[config.mk]
export PLATFORM = sky130hd
export DESIGN_NAME = pfa_ctrl
export DESIGN_NICKNAME = d
export VERILOG_FILES = /design/src/hw/rtl/pfa_pkg.sv /design/src/hw/rtl/pfa_ctrl.sv
export SDC_FILE = /design/constraint.sdc
export NUM_CORES = 1
export LEC_CHECK = 0
export BUFFER_PORTS_ARGS = -buffer_cell sky130_fd_sc_hd__buf_2
export CORE_AREA = 2 2 39 41
export DETAILED_ROUTE_END_ITERATION = 6
export DIE_AREA = 0 0 41 43
export PLACE_DENSITY = 0.74
export SETUP_SLACK_MARGIN = 0.2
export SYNTH_ARGS = -nofsm -noshare
export SYNTH_HDL_FRONTEND = slang
export SYNTH_SLANG_ARGS = --single-unit
[constraint.sdc]
create_clock -name clk -period 2.8 [get_ports clk]
set_input_delay 0.56 -clock clk [delete_from_list [all_inputs] [get_ports clk]]
set_output_delay 0.56 -clock clk [all_outputs]
set_load 0.02 [all_outputs]
[src/hw/rtl/pfa_pkg.sv]
// shared types and constants of the page frame allocator
package pfa_pkg;

    localparam int ADDR_BITS   = 52;
    localparam int BATCH_W     = 13;
    localparam int ACTION_W    = 2;
    localparam int STATUS_W    = 2;
    localparam int CFG_INDEX_W = 1;

    localparam logic [BATCH_W-1:0]   FILL_BATCH_RESET  = 13'd512;
    localparam logic [ADDR_BITS-1:0] MIN_ADDRESS_RESET = 52'h0_0000_0010_0000;

    localparam logic [CFG_INDEX_W-1:0] CFG_FILL_BATCH  = 1'b0;
    localparam logic [CFG_INDEX_W-1:0] CFG_MIN_ADDRESS = 1'b1;

    typedef enum logic [ACTION_W-1:0] {
        ACT_ADD_REGION = 2'd0,
        ACT_ALLOC      = 2'd1,
        ACT_FREE       = 2'd2,
        ACT_PRIME      = 2'd3
    } action_t;

    typedef enum logic [STATUS_W-1:0] {
        ST_OK          = 2'd0,
        ST_OUT_OF_MEM  = 2'd1,
        ST_STACK_FULL  = 2'd2,
        ST_TABLE_FULL  = 2'd3
    } status_t;

    typedef enum logic [2:0] {
        S_IDLE,
        S_DISPATCH,
        S_WALK_READ,
        S_WALK_EVAL,
        S_WALK_PUSH,
        S_POP,
        S_POP_WAIT,
        S_DONE
    } state_t;

    typedef struct packed {
        logic    capture;
        logic    walk_init;
        logic    add_region;
        logic    free_push;
        logic    region_read;
        logic    region_eval;
        logic    push;
        logic    region_close;
        logic    pop_read;
        logic    pop_capture;
        logic    set_status;
        status_t status;
        logic    load_out;
    } pfa_cmd_t;

    typedef struct packed {
        action_t act;
        logic    table_full;
        logic    stack_full;
        logic    stack_empty;
        logic    walk_more;
        logic    region_skip;
        logic    push_more;
    } pfa_stat_t;

endpackage

[src/hw/rtl/pfa_ctrl.sv]
// allocator controller: sequences add, free, refill walk and pop
module pfa_ctrl (
    input  logic                clk,
    input  logic                rst_n,
    input  logic                item_valid,
    output logic                item_stall,
    output logic                result_valid,
    input  logic                result_stall,
    input  pfa_pkg::pfa_stat_t  stat,
    output pfa_pkg::pfa_cmd_t   cmd
);

    pfa_pkg::state_t state_reg;
    pfa_pkg::state_t state_next;
    logic            result_valid_reg;
    logic            result_valid_next;

    always_ff @(posedge clk or negedge rst_n)
    begin
        if (!rst_n)
        begin
            state_reg        <= pfa_pkg::S_IDLE;
            result_valid_reg <= 1'b0;
        end
        else
        begin
            state_reg        <= state_next;
            result_valid_reg <= result_valid_next;
        end
    end

    always_comb
    begin
        state_next = state_reg;
        cmd        = '0;
        cmd.status = pfa_pkg::ST_OK;
        case (state_reg)
            pfa_pkg::S_IDLE:
            begin
                if (item_valid)
                begin
                    cmd.capture = 1'b1;
                    state_next  = pfa_pkg::S_DISPATCH;
                end
            end
            pfa_pkg::S_DISPATCH:
            begin
                cmd.walk_init = 1'b1;
                case (stat.act)
                    pfa_pkg::ACT_ADD_REGION:
                    begin
                        if (stat.table_full)
                        begin
                            cmd.set_status = 1'b1;
                            cmd.status     = pfa_pkg::ST_TABLE_FULL;
                        end
                        else
                        begin
                            cmd.add_region = 1'b1;
                        end
                        state_next = pfa_pkg::S_DONE;
                    end
                    pfa_pkg::ACT_FREE:
                    begin
                        if (stat.stack_full)
                        begin
                            cmd.set_status = 1'b1;
                            cmd.status     = pfa_pkg::ST_STACK_FULL;
                        end
                        else
                        begin
                            cmd.free_push = 1'b1;
                        end
                        state_next = pfa_pkg::S_DONE;
                    end
                    pfa_pkg::ACT_ALLOC:
                    begin
                        state_next = stat.stack_empty ? pfa_pkg::S_WALK_READ : pfa_pkg::S_POP;
                    end
                    default:
                    begin
                        if (stat.stack_full)
                        begin
                            cmd.set_status = 1'b1;
                            cmd.status     = pfa_pkg::ST_STACK_FULL;
                            state_next     = pfa_pkg::S_DONE;
                        end
                        else
                        begin
                            state_next = pfa_pkg::S_WALK_READ;
                        end
                    end
                endcase
            end
            pfa_pkg::S_WALK_READ:
            begin
                if (stat.walk_more)
                begin
                    cmd.region_read = 1'b1;
                    state_next      = pfa_pkg::S_WALK_EVAL;
                end
                else if (stat.act == pfa_pkg::ACT_ALLOC)
                begin
                    state_next = pfa_pkg::S_POP;
                end
                else
                begin
                    state_next = pfa_pkg::S_DONE;
                end
            end
            pfa_pkg::S_WALK_EVAL:
            begin
                cmd.region_eval = 1'b1;
                state_next = stat.region_skip ? pfa_pkg::S_WALK_READ : pfa_pkg::S_WALK_PUSH;
            end
            pfa_pkg::S_WALK_PUSH:
            begin
                if (stat.push_more)
                begin
                    cmd.push = 1'b1;
                end
                else
                begin
                    cmd.region_close = 1'b1;
                    state_next       = pfa_pkg::S_WALK_READ;
                end
            end
            pfa_pkg::S_POP:
            begin
                if (stat.stack_empty)
                begin
                    cmd.set_status = 1'b1;
                    cmd.status     = pfa_pkg::ST_OUT_OF_MEM;
                    state_next     = pfa_pkg::S_DONE;
                end
                else
                begin
                    cmd.pop_read = 1'b1;
                    state_next   = pfa_pkg::S_POP_WAIT;
                end
            end
            pfa_pkg::S_POP_WAIT:
            begin
                cmd.pop_capture = 1'b1;
                state_next      = pfa_pkg::S_DONE;
            end
            pfa_pkg::S_DONE:
            begin
                if (!result_valid_reg || !result_stall)
                begin
                    cmd.load_out = 1'b1;
                    state_next   = pfa_pkg::S_IDLE;
                end
            end
            default:
            begin
                state_next = pfa_pkg::S_IDLE;
            end
        endcase
    end

    always_comb
    begin
        if (cmd.load_out)
        begin
            result_valid_next = 1'b1;
        end
        else if (result_stall)
        begin
            result_valid_next = result_valid_reg;
        end
        else
        begin
            result_valid_next = 1'b0;
        end
    end

    assign item_stall   = (state_reg != pfa_pkg::S_IDLE);
    assign result_valid = result_valid_reg;

endmodule

==> run summary, run 1 <==
The repair_antennas step left the layout with diodes totalling 0. The die covers 1760 um^2. The detail-routed net length per standard cell was 11.0 um; the maximum operating frequency was 0.433 GHz. Clock-pin slew was measured on the worst setup and hold paths at 0.04 ns.

Measured along the x axis, the die boundary spans 41 um. Mean cell area of the mapped netlist: 7.22 um^2. The commonest non-fill, non-tap cell in the layout was sky130_fd_sc_hd__buf_2. The area growth from synthesis to layout is 34.1%.

The tools report the peak supply drop as 0.000334 V. Kind of critical path: reg -> out. The number of global-route vias before repair was 423; the starting density of the core was 0.318. The fraction of power consumed by sequential logic was 0.298; the power density over the cells was 977 nW/um^2. The remaining global-route overflow is 0, and the count of buffers inserted at the top-level ports is 27.

For the total of warnings raised by yosys, the log shows 0. The flip-flop count of the largest register after layout is 3, and the net count of the mapped netlist is 73. The number of nets in the final layout is 100, and the portion of total power attributed to the clock network is 0.127. The tools report the initial antenna violation count as 0. Entering global routing, the biggest net connects 19 pins. The fraction of final layout cells sized beyond drive strength 1 is 0.419. For the hold buffer count at cts, the log shows 0. The number of hold violations in the final report is 0, and the post-route minimum period is 2.31 ns. After detailed routing, the number of remaining DRC violations is 0. The net switching share of the total power was 0.512. The data required time of the worst path was 2.24 ns; the post-cts repair resize count was 0. The transition at the pin with the smallest max-transition slack came out at 0.464 ns.

In this run the post-CTS setup repair buffer count came out at 0. The tools report the final sum of negative setup slack as 0 ns. TritonCTS built the clock tree. The logs give 0.319 nW for the leakage power figure and 0 for the max-slew violation count. Across the run, the number of max-cap violations was 0. In the routed layout, each cell is associated on average with a via count of 5.10. The path class of the tightest hold or removal check is in -> async. Setup slack on the worst reg-to-reg path comes out at 1.35 ns. Setup repair after global routing left no endpoint under its margin.

The master cell of the clock root buffer is sky130_fd_sc_hd__clkbuf_4. Before antenna repair, the detailed router went through 2 iterations. Share of the core filled with cells: 0.427.

Post-synthesis instance area: 440 um^2. Part of the power in combinational logic: 0.575. The net switching power of the design was 0.000295 W; the placeable core region was 1380 um^2.

The estimated wirelength of the detail-placed design is 857 um, and the final hold slack is 0.116 ns. Synthesis handed over a netlist of 61 instances. The ratio of final minimum period to clock period works out to 0.824.

The worst setup path is captured at a primary output. The insertion delay of the later-clocked pin in the worst-skew pair is 0.24 ns. At the end of routability-driven placement, the weighted congestion stood at 0.697. The worst setup path is launched from a flip-flop. The internal power of the cells was 0.000282 W; the synthesized flop and latch total was 4.

The total routing usage reported by global routing is 0.140, and the number of CTS-inserted buffers is 3. For the number of buffers between clock root and the deepest sink, the log shows 2. From bottom edge to top edge, the die measures 43 um. The post-route clock skew is 0.000470 ns, and the worst slew margin relative to its limit is 0.690. The tools report the wire length reported by the detailed router as 1120 um. The run finished with clean final reports. CTS saw 4 sinks. Data on the critical path arrives at its endpoint at 1.75 ns.

The run gives 1 as the H-tree depth. During I/O placement, the number of pins put on the boundary was 28. The first global-routing pass estimated 1690 um of wire.

The synthesized netlist contains 29 unique library cells. Once detail routing completed, the nets flagged for antenna violations numbered 0. The number of failing setup endpoints in the final timing report was 0. The number of violations reported at the end of detailed-routing iteration 0 was 3; the maximum net fanout on the critical path was 18. The final route contains 520 vias. The number of rows in the core area is 14.

The register area share after synthesis was 0.227. In the layout the commonest cells are 27 x sky130_fd_sc_hd__buf_2, 12 x sky130_fd_sc_hd__nand2_1, 7 x sky130_fd_sc_hd__nor2_1.
==> critical path, stage by stage, from the launching register on <==
cell and delay, ns:
sky130_fd_sc_hd__dfrtp_1 0.62, sky130_fd_sc_hd__or3b_4 0.47, sky130_fd_sc_hd__nor4b_2 0.21, sky130_fd_sc_hd__buf_2 0.20
==> metal layers <==
metal | track usage | part of all wire | up-vias | routed length [um]
met5 | 0 | 0 | - | 0
met4 | 0.0800 | 0.015 | 0 | 17
met3 | 0.0157 | 0.059 | 2 | 66
met2 | 0.216 | 0.51 | 13 | 570
met1 | 0.177 | 0.42 | 240 | 467
li1 | - | - | 265 | -
==> power groups by stage <==
stage | logic [W] | clock network, W | registers [W]
after detailed placement | 0.000333 | 0 | 0.000171
final | 0.000331 | 0.0000731 | 0.000172
after global placement | 0.000327 | 0 | 0.000168
after global routing | 0.000365 | 0.0000763 | 0.000185
after floorplan | 0.000314 | 0 | 0.000116
after CTS | 0.000334 | 0.0000737 | 0.000171
==> synthesized netlist by cell type <==
cell | number | area, um^2
sky130_fd_sc_hd__inv_1 | 1 | 3.75
sky130_fd_sc_hd__nor2b_1 | 2 | 12.5
sky130_fd_sc_hd__a22oi_2 | 1 | 12.5
sky130_fd_sc_hd__and3b_1 | 4 | 35.0
sky130_fd_sc_hd__buf_4 | 2 | 15.0
sky130_fd_sc_hd__nand3_1 | 1 | 5.00
sky130_fd_sc_hd__or3b_4 | 1 | 11.3
sky130_fd_sc_hd__buf_2 | 1 | 5.00
sky130_fd_sc_hd__dfrtp_1 | 4 | 100
sky130_fd_sc_hd__clkbuf_1 | 2 | 7.51
sky130_fd_sc_hd__a21oi_1 | 2 | 10.0
sky130_fd_sc_hd__o21bai_1 | 1 | 7.51
sky130_fd_sc_hd__mux2_2 | 1 | 11.3
sky130_fd_sc_hd__nor3b_1 | 2 | 15.0
sky130_fd_sc_hd__nand2_1 | 12 | 45.0
sky130_fd_sc_hd__a21boi_0 | 1 | 7.51
sky130_fd_sc_hd__nor2_1 | 7 | 26.3
sky130_fd_sc_hd__clkinv_2 | 1 | 5.00
sky130_fd_sc_hd__nor3_1 | 1 | 5.00
sky130_fd_sc_hd__o221ai_1 | 1 | 8.76
sky130_fd_sc_hd__nor4b_2 | 1 | 15.0
sky130_fd_sc_hd__o211ai_1 | 2 | 15.0
sky130_fd_sc_hd__nand2b_1 | 1 | 6.26
sky130_fd_sc_hd__o21a_1 | 1 | 7.51
sky130_fd_sc_hd__a21oi_2 | 1 | 8.76
sky130_fd_sc_hd__o21ai_0 | 4 | 20.0
sky130_fd_sc_hd__or3_1 | 1 | 6.26
sky130_fd_sc_hd__a31oi_1 | 1 | 6.26
sky130_fd_sc_hd__nor4_1 | 1 | 6.26
==> final cells by class <==
type                            instances  area [um^2]
Fill cell                             146          793
Multi-Input combinational cell         50          304
Timing Repair Buffer                   27          135
Sequential cell                         4          100
Clock buffer                            3         22.5
Tap cell                               16         20.0
Inverter                                2         8.76
==> final timing paths <==
check / startpoint / end / cells past startpoint
setup / recovery: state_reg[0]$_DFFE_PN0P_ / cmd[10] / 3
hold / removal: rst_n / state_reg[0]$_DFFE_PN0P_ / 1
setup reg to reg: state_reg[0]$_DFFE_PN0P_ / state_reg[0]$_DFFE_PN0P_ / 4
hold reg to reg: result_valid$_DFFE_PN0P_ / result_valid$_DFFE_PN0P_ / 2
max in group asynchronous: rst_n / result_valid$_DFFE_PN0P_ / 1
min in group clk: result_valid$_DFFE_PN0P_ / result_valid$_DFFE_PN0P_ / 2
==> stage by stage <==
stage / worst slack, ns / std cells / power [W] / instance area, um^2
2_1_floorplan: 0.766 / 61 / 0.000430 / 440
3_3_place_gp: 0.783 / 99 / 0.000495 / 568
3_5_place_dp: 0.739 / 99 / 0.000505 / 568
4_1_cts: 0.489 / 102 / 0.000579 / 591
5_1_grt: 0.386 / 102 / 0.000627 / 591
6_report: 0.493 / 102 / 0.000577 / 591
==> cell families (layout without fill, tap and decap cells) <==
| kind of cell | count (synthesis) | in the layout | share of synthesized area |
|---|---|---|---|
| and+or+nand+nor | 34 | 34 | 0.429 |
| AOI/OAI and AO/OA | 15 | 15 | 0.236 |
| buffers and inverters | 7 | 32 | 0.0824 |
| muxes | 1 | 1 | 0.0256 |
| DFF | 4 | 4 | 0.227 |
No activity file was read; power rests on OpenSTA's default activity.
==> run 2, diff against run 1 <==
Clock period 2.8 ns to 2.38 ns, I/O delays scaled along.
==> run summary, run 2 (synthesis results as in run 1) <==
The starting density of the core came out at 0.318 (unchanged). TritonCTS built the clock tree. The ratio of final minimum period to clock period came out at 0.871. The run gives 0.844 (was 0.690) as the worst slew margin relative to its limit. Vertical die dimension: 43 um (unchanged). The run gives 1.90 ns (was 2.24 ns) as the data required time of the worst path. The net switching power of the design was 0.000347 W (was 0.000295 W).

Path type of the worst min-delay path: in -> async (unchanged). For the number of CTS-inserted buffers, the log shows 3 (unchanged). The number of clock sinks seen by CTS came out at 4 (unchanged).

The net switching share of the total power is 0.494 (was 0.512). The commonest non-fill, non-tap cell in the layout was sky130_fd_sc_hd__buf_2 (unchanged). The fraction of final layout cells sized beyond drive strength 1 is 0.443 (was 0.419), and the detail-routed net length per standard cell is 11.1 um (was 11.0 um).

The hold buffer count at cts was 0 (unchanged). Commonest cells after routing, fill and taps aside: 27 x sky130_fd_sc_hd__buf_2, 12 x sky130_fd_sc_hd__nand2_1, 7 x sky130_fd_sc_hd__nor2_1 (unchanged). The arrival time of data at the critical path endpoint was 1.60 ns (was 1.75 ns). The number of failing setup endpoints in the final timing report was 0 (unchanged).

The area growth from synthesis to layout is 37.8% (was 34.1%). The number of top-level pins is 28 (unchanged), and the placeable core region is 1380 um^2 (unchanged). The internal power of the cells was 0.000356 W (was 0.000282 W); the post-route minimum period was 2.07 ns.

The clock input transition at the sequential cells of the worst setup and hold paths came out at 0.04 ns (about the same). The final hold slack was 0.0415 ns (was 0.116 ns); the initial antenna violation count was 0 (unchanged). The delay of the slowest cell on the worst path is 0.48 ns (was 0.62 ns), and the maximum net fanout on the critical path is 14 (was 18).

The tools report the number of buffers between clock root and the deepest sink as 2 (unchanged). The count of buffers inserted at the top-level ports is 27 (unchanged), and the flip-flop count of the largest register after layout is 3 (unchanged). Number of nets with antenna violations after routing: 0 (unchanged). The logs give 0.482 GHz for the maximum operating frequency and 0.23 ns (was 0.24 ns) for the insertion delay of the later-clocked pin in the worst-skew pair. The global-route wire length before repair was 1900 um (was 1690 um). The fraction of power consumed by sequential logic was 0.207 (was 0.298); the die outline area was 1760 um^2 (unchanged). The logs give 0 (unchanged) for the number of max-capacitance violations reported and 0 (unchanged) for the max-slew violation count. List of cells traversed by the critical path: or3b_4 -> nor4b_2 -> buf_2 (unchanged).

The peak supply drop was 0.000365 V (was 0.000334 V); the via-per-instance ratio was 5.10 (about the same). Power density over the cells: 1160 nW/um^2 (was 977 nW/um^2). The logs give 102 (was 100) for the number of nets in the final layout and 935 um (was 857 um) for the estimated wirelength of the detail-placed design. The run gives 1 (unchanged) as the H-tree depth.

The maximum number of pins on one net before global-route repair is 18 (was 19). The transition at the pin with the smallest max-transition slack was 0.231 ns (was 0.464 ns); the power consumption was 0.000703 W (was 0.000577 W). The logs give 1160 um (was 1120 um) for the wire length reported by the detailed router and 0.439 (was 0.427) for the share of the core filled with cells. The number of hold violations in the final report was 0 (unchanged). Setup repair after global routing left no endpoint under its margin.

The number of violations reported at the end of detailed-routing iteration 0 was 4 (was 3). The standard cell with the maximum stage delay on the critical path is sky130_fd_sc_hd__dfrtp_2 (was sky130_fd_sc_hd__dfrtp_1). Post-route clock skew: 0.00411 ns (was 0.000470 ns). The run gives 486 (was 423) as the number of global-route vias before repair. Master cell of the clock root buffer: sky130_fd_sc_hd__clkbuf_4 (unchanged). Total number of vias: 530 (was 520). Kind of critical path: reg -> out (unchanged). The iteration count of the initial detailed-routing pass came out at 2 (unchanged). The placer congestion estimate is 0.732 (was 0.697).

The tools report the portion of total power attributed to the clock network as 0.119 (was 0.127). Number of rows in the core area: 14 (unchanged). The die span in x works out to 41 um (unchanged).

The final sum of negative setup slack was 0 ns (unchanged). Sort of element at the end of the critical path: a primary output (unchanged). The total routing usage reported by global routing is 0.153 (was 0.140). The run finished with clean final reports.

The count of inserted antenna diode cells is 0 (unchanged). The flop-to-flop setup slack is 1.06 ns (was 1.35 ns), and the post-route DRC violation count is 0 (unchanged). The logs give 0.675 (was 0.575) for the part of the power in combinational logic and 0 (unchanged) for the remaining global-route overflow. The leakage power figure came out at 0.328 nW (was 0.319 nW). The tools report the startpoint kind of the worst setup timing path as a flip-flop (unchanged).
run 2: cell count changes in the layout (fill, tap and decap cells not counted):
cell	before	now
sky130_fd_sc_hd__buf_4	0	2
sky130_fd_sc_hd__dfrtp_1	4	3
sky130_fd_sc_hd__dfrtp_2	0	1
run 2: power by group through the flow:
stage / Sequential (W) / Clock [W] / Combinational [W]
after detailed placement: 0.000145 / 0 / 0.000478
after global routing: 0.000153 / 0.0000936 / 0.000525
after global placement: 0.000141 / 0 / 0.000469
after floorplan: 0.000137 / 0 / 0.000369
after CTS: 0.000144 / 0.0000835 / 0.000480
final: 0.000145 / 0.0000834 / 0.000475
run 2: critical path, delay by kind of cell, from the launching register on:
family / cells / cell delay [ns]
AND/OR/NAND/NOR: 2 / 0.67
flip-flops: 1 / 0.48
buffers and inverters: 1 / 0.21
run 2: metrics by stage:
stage                     cells  setup WS, ns  instance area (um^2)
after floorplan              61         0.430                   440
after global placement      101         0.549                   583
after detailed placement    101         0.501                   583
after CTS                   104         0.250                   606
after global routing        104         0.259                   607
final                       104         0.307                   607
run 2: layout make-up:
cell class              count  area [um^2]
repair buffers             29          150
fillers                   161          777
flip-flops and latches      4          101
inverters                   2         8.76
well taps                  16         20.0
clock buffers               3         22.5
multi-input cells          50          304
run 2: routing by layer:
metal / vias to the layer above / global-route usage / wire (um) / part of all wire
met1: 246 / 0.177 / 433 / 0.37
met2: 13 / 0.256 / 638 / 0.55
li1: 269 / - / - / -
met5: - / 0 / 0 / 0
met4: 0 / 0.0400 / 10 / 0.0087
met3: 2 / 0.0471 / 74 / 0.064
run 2: repair_timing:
action,in CTS,in global routing
resized for setup,0,1
setup endpoints to repair,0,1
buffers inserted,0,0
run 2: final timing paths:
kind | from | end | cells after the start
setup / recovery | state_reg[1]$_DFFE_PN0P_ | cmd[10] | 3
hold / removal | rst_n | state_reg[2]$_DFFE_PN0P_ | 1
setup reg to reg | state_reg[2]$_DFFE_PN0P_ | state_reg[0]$_DFFE_PN0P_ | 4
hold reg to reg | result_valid$_DFFE_PN0P_ | result_valid$_DFFE_PN0P_ | 2
max in group asynchronous | rst_n | state_reg[1]$_DFFE_PN0P_ | 1
min in group clk | result_stall | result_valid$_DFFE_PN0P_ | 3
==> run 3, diff against run 2 <==
Settings changed: GPL_TIMING_DRIVEN set to 0.
==> run summary, run 3 (synthesis results as in run 1) <==
The max-slew violation count is 0 (unchanged). The arrival time of data at the critical path endpoint came out at 1.54 ns (was 1.60 ns). The maximum operating frequency was 0.497 GHz (was 0.482 GHz); the insertion delay of the later-clocked pin in the worst-skew pair was 0.24 ns (was 0.23 ns).

The number of global-route vias before repair came out at 464 (was 486). Setup slack at placement: 0.532 ns (was 0.501 ns). The net switching share of the total power was 0.491 (was 0.494). TritonCTS built the clock tree. The run gives 4 (unchanged) as the number of clock sinks seen by CTS.

The post-placement cell count is 104 (was 101), and the peak supply drop is 0.000348 V (was 0.000365 V). The tools report the number of violations reported at the end of detailed-routing iteration 0 as 11 (was 4). List of cells traversed by the critical path: or3b_4 -> nor4b_2 -> buf_2 (unchanged).

The layout filler cell count is 146 (was 161). Leakage power figure: 0.336 nW (was 0.328 nW). The area growth from synthesis to layout is 40.3% (was 37.8%).

The internal power of the cells came out at 0.000364 W (was 0.000356 W). The kind of critical path is reg -> out (unchanged). The data required time of the worst path came out at 1.90 ns (about the same). The post-route minimum period is 2.01 ns (was 2.07 ns).

The tools report the post-cts repair resize count as 0 (unchanged). Fraction of final layout cells sized beyond drive strength 1: 0.429 (was 0.443). Startpoint kind of the worst setup timing path: a flip-flop (unchanged). The flip-flop count of the largest register after layout is 3 (unchanged), and the count of buffers added by post-CTS timing repair for setup is 0 (unchanged).

The logs give 14 (unchanged) for the number of rows in the core area and 1760 um^2 (unchanged) for the die outline area. The number of max-capacitance violations reported was 0 (unchanged); the share of the core filled with cells was 0.447 (was 0.439). The sequential cell area is 100 um^2 (was 101 um^2).

The net switching power of the design is 0.000352 W (was 0.000347 W), and the initial antenna violation count is 0 (unchanged). The area occupied by multi-input gates is 304 um^2 (unchanged), and the clock input transition at the sequential cells of the worst setup and hold paths is 0.04 ns (about the same). For the fraction of power consumed by sequential logic, the log shows 0.189 (was 0.207). Commonest cells after routing, fill and taps aside: 28 x sky130_fd_sc_hd__buf_2, 12 x sky130_fd_sc_hd__nand2_1, 7 x sky130_fd_sc_hd__nor2_1 (was 27 x sky130_fd_sc_hd__buf_2, 12 x sky130_fd_sc_hd__nand2_1, 7 x sky130_fd_sc_hd__nor2_1). The global-route wire length before repair was 1780 um (was 1900 um).

The run gives 1.12 ns (was 1.06 ns) as the flop-to-flop setup slack. Starting density of the core: 0.318 (unchanged). The wire length reported by the detailed router is 1100 um (was 1160 um), and the H-tree depth is 1 (unchanged).

The detail-routed net length per standard cell is 10.3 um (was 11.1 um). The run finished with clean final reports. The tools report the number of nets in the final layout as 105 (was 102). The maximum number of pins on one net before global-route repair was 11 (was 18). The number of top-level pins is 28 (unchanged). The number of failing setup endpoints in the final timing report came out at 0 (unchanged). Final sum of negative setup slack: 0 ns (unchanged). Total number of vias: 540 (was 530). The tools report the iteration count of the initial detailed-routing pass as 4 (was 2). The path type of the worst min-delay path is in -> async (unchanged). The master cell of the clock root buffer was sky130_fd_sc_hd__clkbuf_4 (unchanged). The ratio of final minimum period to clock period is 0.846 (was 0.871), and the via-per-instance ratio is 5.05 (was 5.10).

The logs give 0.146 (was 0.153) for the total routing usage reported by global routing and 0 (unchanged) for the number of nets with antenna violations after routing. For the hold buffer count at cts, the log shows 0 (unchanged). Placer congestion estimate: 0.788 (was 0.732). The count of inserted antenna diode cells is 0 (unchanged). Die span in x: 41 um (unchanged).

The number of hold violations in the final report was 0 (unchanged); the delay of the slowest cell on the worst path was 0.45 ns (was 0.48 ns). The non-filler instance count after layout is 107 (was 104). The tools report the post-route DRC violation count as 0 (unchanged). Portion of total power attributed to the clock network: 0.121 (was 0.119). Count of buffers inserted at the top-level ports: 27 (unchanged).

The maximum net fanout on the critical path was 7 (was 14); the vertical die dimension was 43 um (unchanged). For the worst slew margin relative to its limit, the log shows 0.769 (was 0.844). Setup repair after global routing left no endpoint under its margin.

The sort of element at the end of the critical path was a primary output (unchanged). The power density over the cells is 1160 nW/um^2 (about the same). The standard cell with the maximum stage delay on the critical path is sky130_fd_sc_hd__or3b_4 (was sky130_fd_sc_hd__dfrtp_2). The logs give 875 um (was 935 um) for the estimated wirelength of the detail-placed design and 0.0300 ns (was 0.0415 ns) for the final hold slack. The number of CTS-inserted buffers was 3 (unchanged); the post-route clock skew was 0.000521 ns (was 0.00411 ns). The placeable core region is 1380 um^2 (unchanged), and the remaining global-route overflow is 0 (unchanged).

The transition at the pin with the smallest max-transition slack was 0.346 ns (was 0.231 ns). Commonest non-fill, non-tap cell in the layout: sky130_fd_sc_hd__buf_2 (unchanged). The tools report the part of the power in combinational logic as 0.690 (was 0.675). The run gives 2 (unchanged) as the number of buffers between clock root and the deepest sink. The smallest setup slack after layout is 0.367 ns (was 0.307 ns).
-- run 3: final timing paths --
kind | startpoint | endpoint | cells after the start
max | state_reg[2]$_DFFE_PN0P_ | cmd[10] | 3
max in group asynchronous | rst_n | state_reg[2]$_DFFE_PN0P_ | 1
min reg2reg | result_valid$_DFFE_PN0P_ | result_valid$_DFFE_PN0P_ | 2
min | rst_n | state_reg[0]$_DFFE_PN0P_ | 1
min in group clk | result_stall | result_valid$_DFFE_PN0P_ | 3
max reg2reg | state_reg[2]$_DFFE_PN0P_ | state_reg[1]$_DFFE_PN0P_ | 4
-- run 3: layer usage --
metal | vias to the layer above | track usage | share of wire
li1 | 276 | - | -
met2 | 16 | 0.231 | 0.49
met3 | 3 | 0.0209 | 0.057
met4 | 0 | 0.100 | 0.023
met5 | - | 0 | 0
met1 | 245 | 0.170 | 0.43
-- run 3: power by group through the flow --
stage	sequential (W)	clock (W)	combinational (W)
6_report	0.000136	0.0000866	0.000494
5_1_grt	0.000141	0.0000898	0.000548
4_1_cts	0.000136	0.0000874	0.000497
3_5_place_dp	0.000136	0	0.000494
3_3_place_gp	0.000135	0	0.000491
2_1_floorplan	0.000137	0	0.000369
-- run 3: cell type report --
class,count,area share
Tap cell,16,0.0324
Timing Repair Buffer,27,0.219
Inverter,2,0.0142
Sequential cell,4,0.162
Multi-Input combinational cell,50,0.492
Clock buffer,3,0.0364
Buffer,5,0.0445
-- run 3: metrics by stage --
stage          total power, W  cell area (um^2)
2_1_floorplan        0.000506               440
6_report             0.000716               618
3_3_place_gp         0.000627               596
3_5_place_dp         0.000631               596
4_1_cts              0.000720               618
5_1_grt              0.000778               618
-- run 3: critical path, delay by kind of cell (launching register included) --
family | cells | cell delay [ns]
and+or+nand+nor | 2 | 0.66
DFF | 1 | 0.43
buffers and inverters | 1 | 0.20
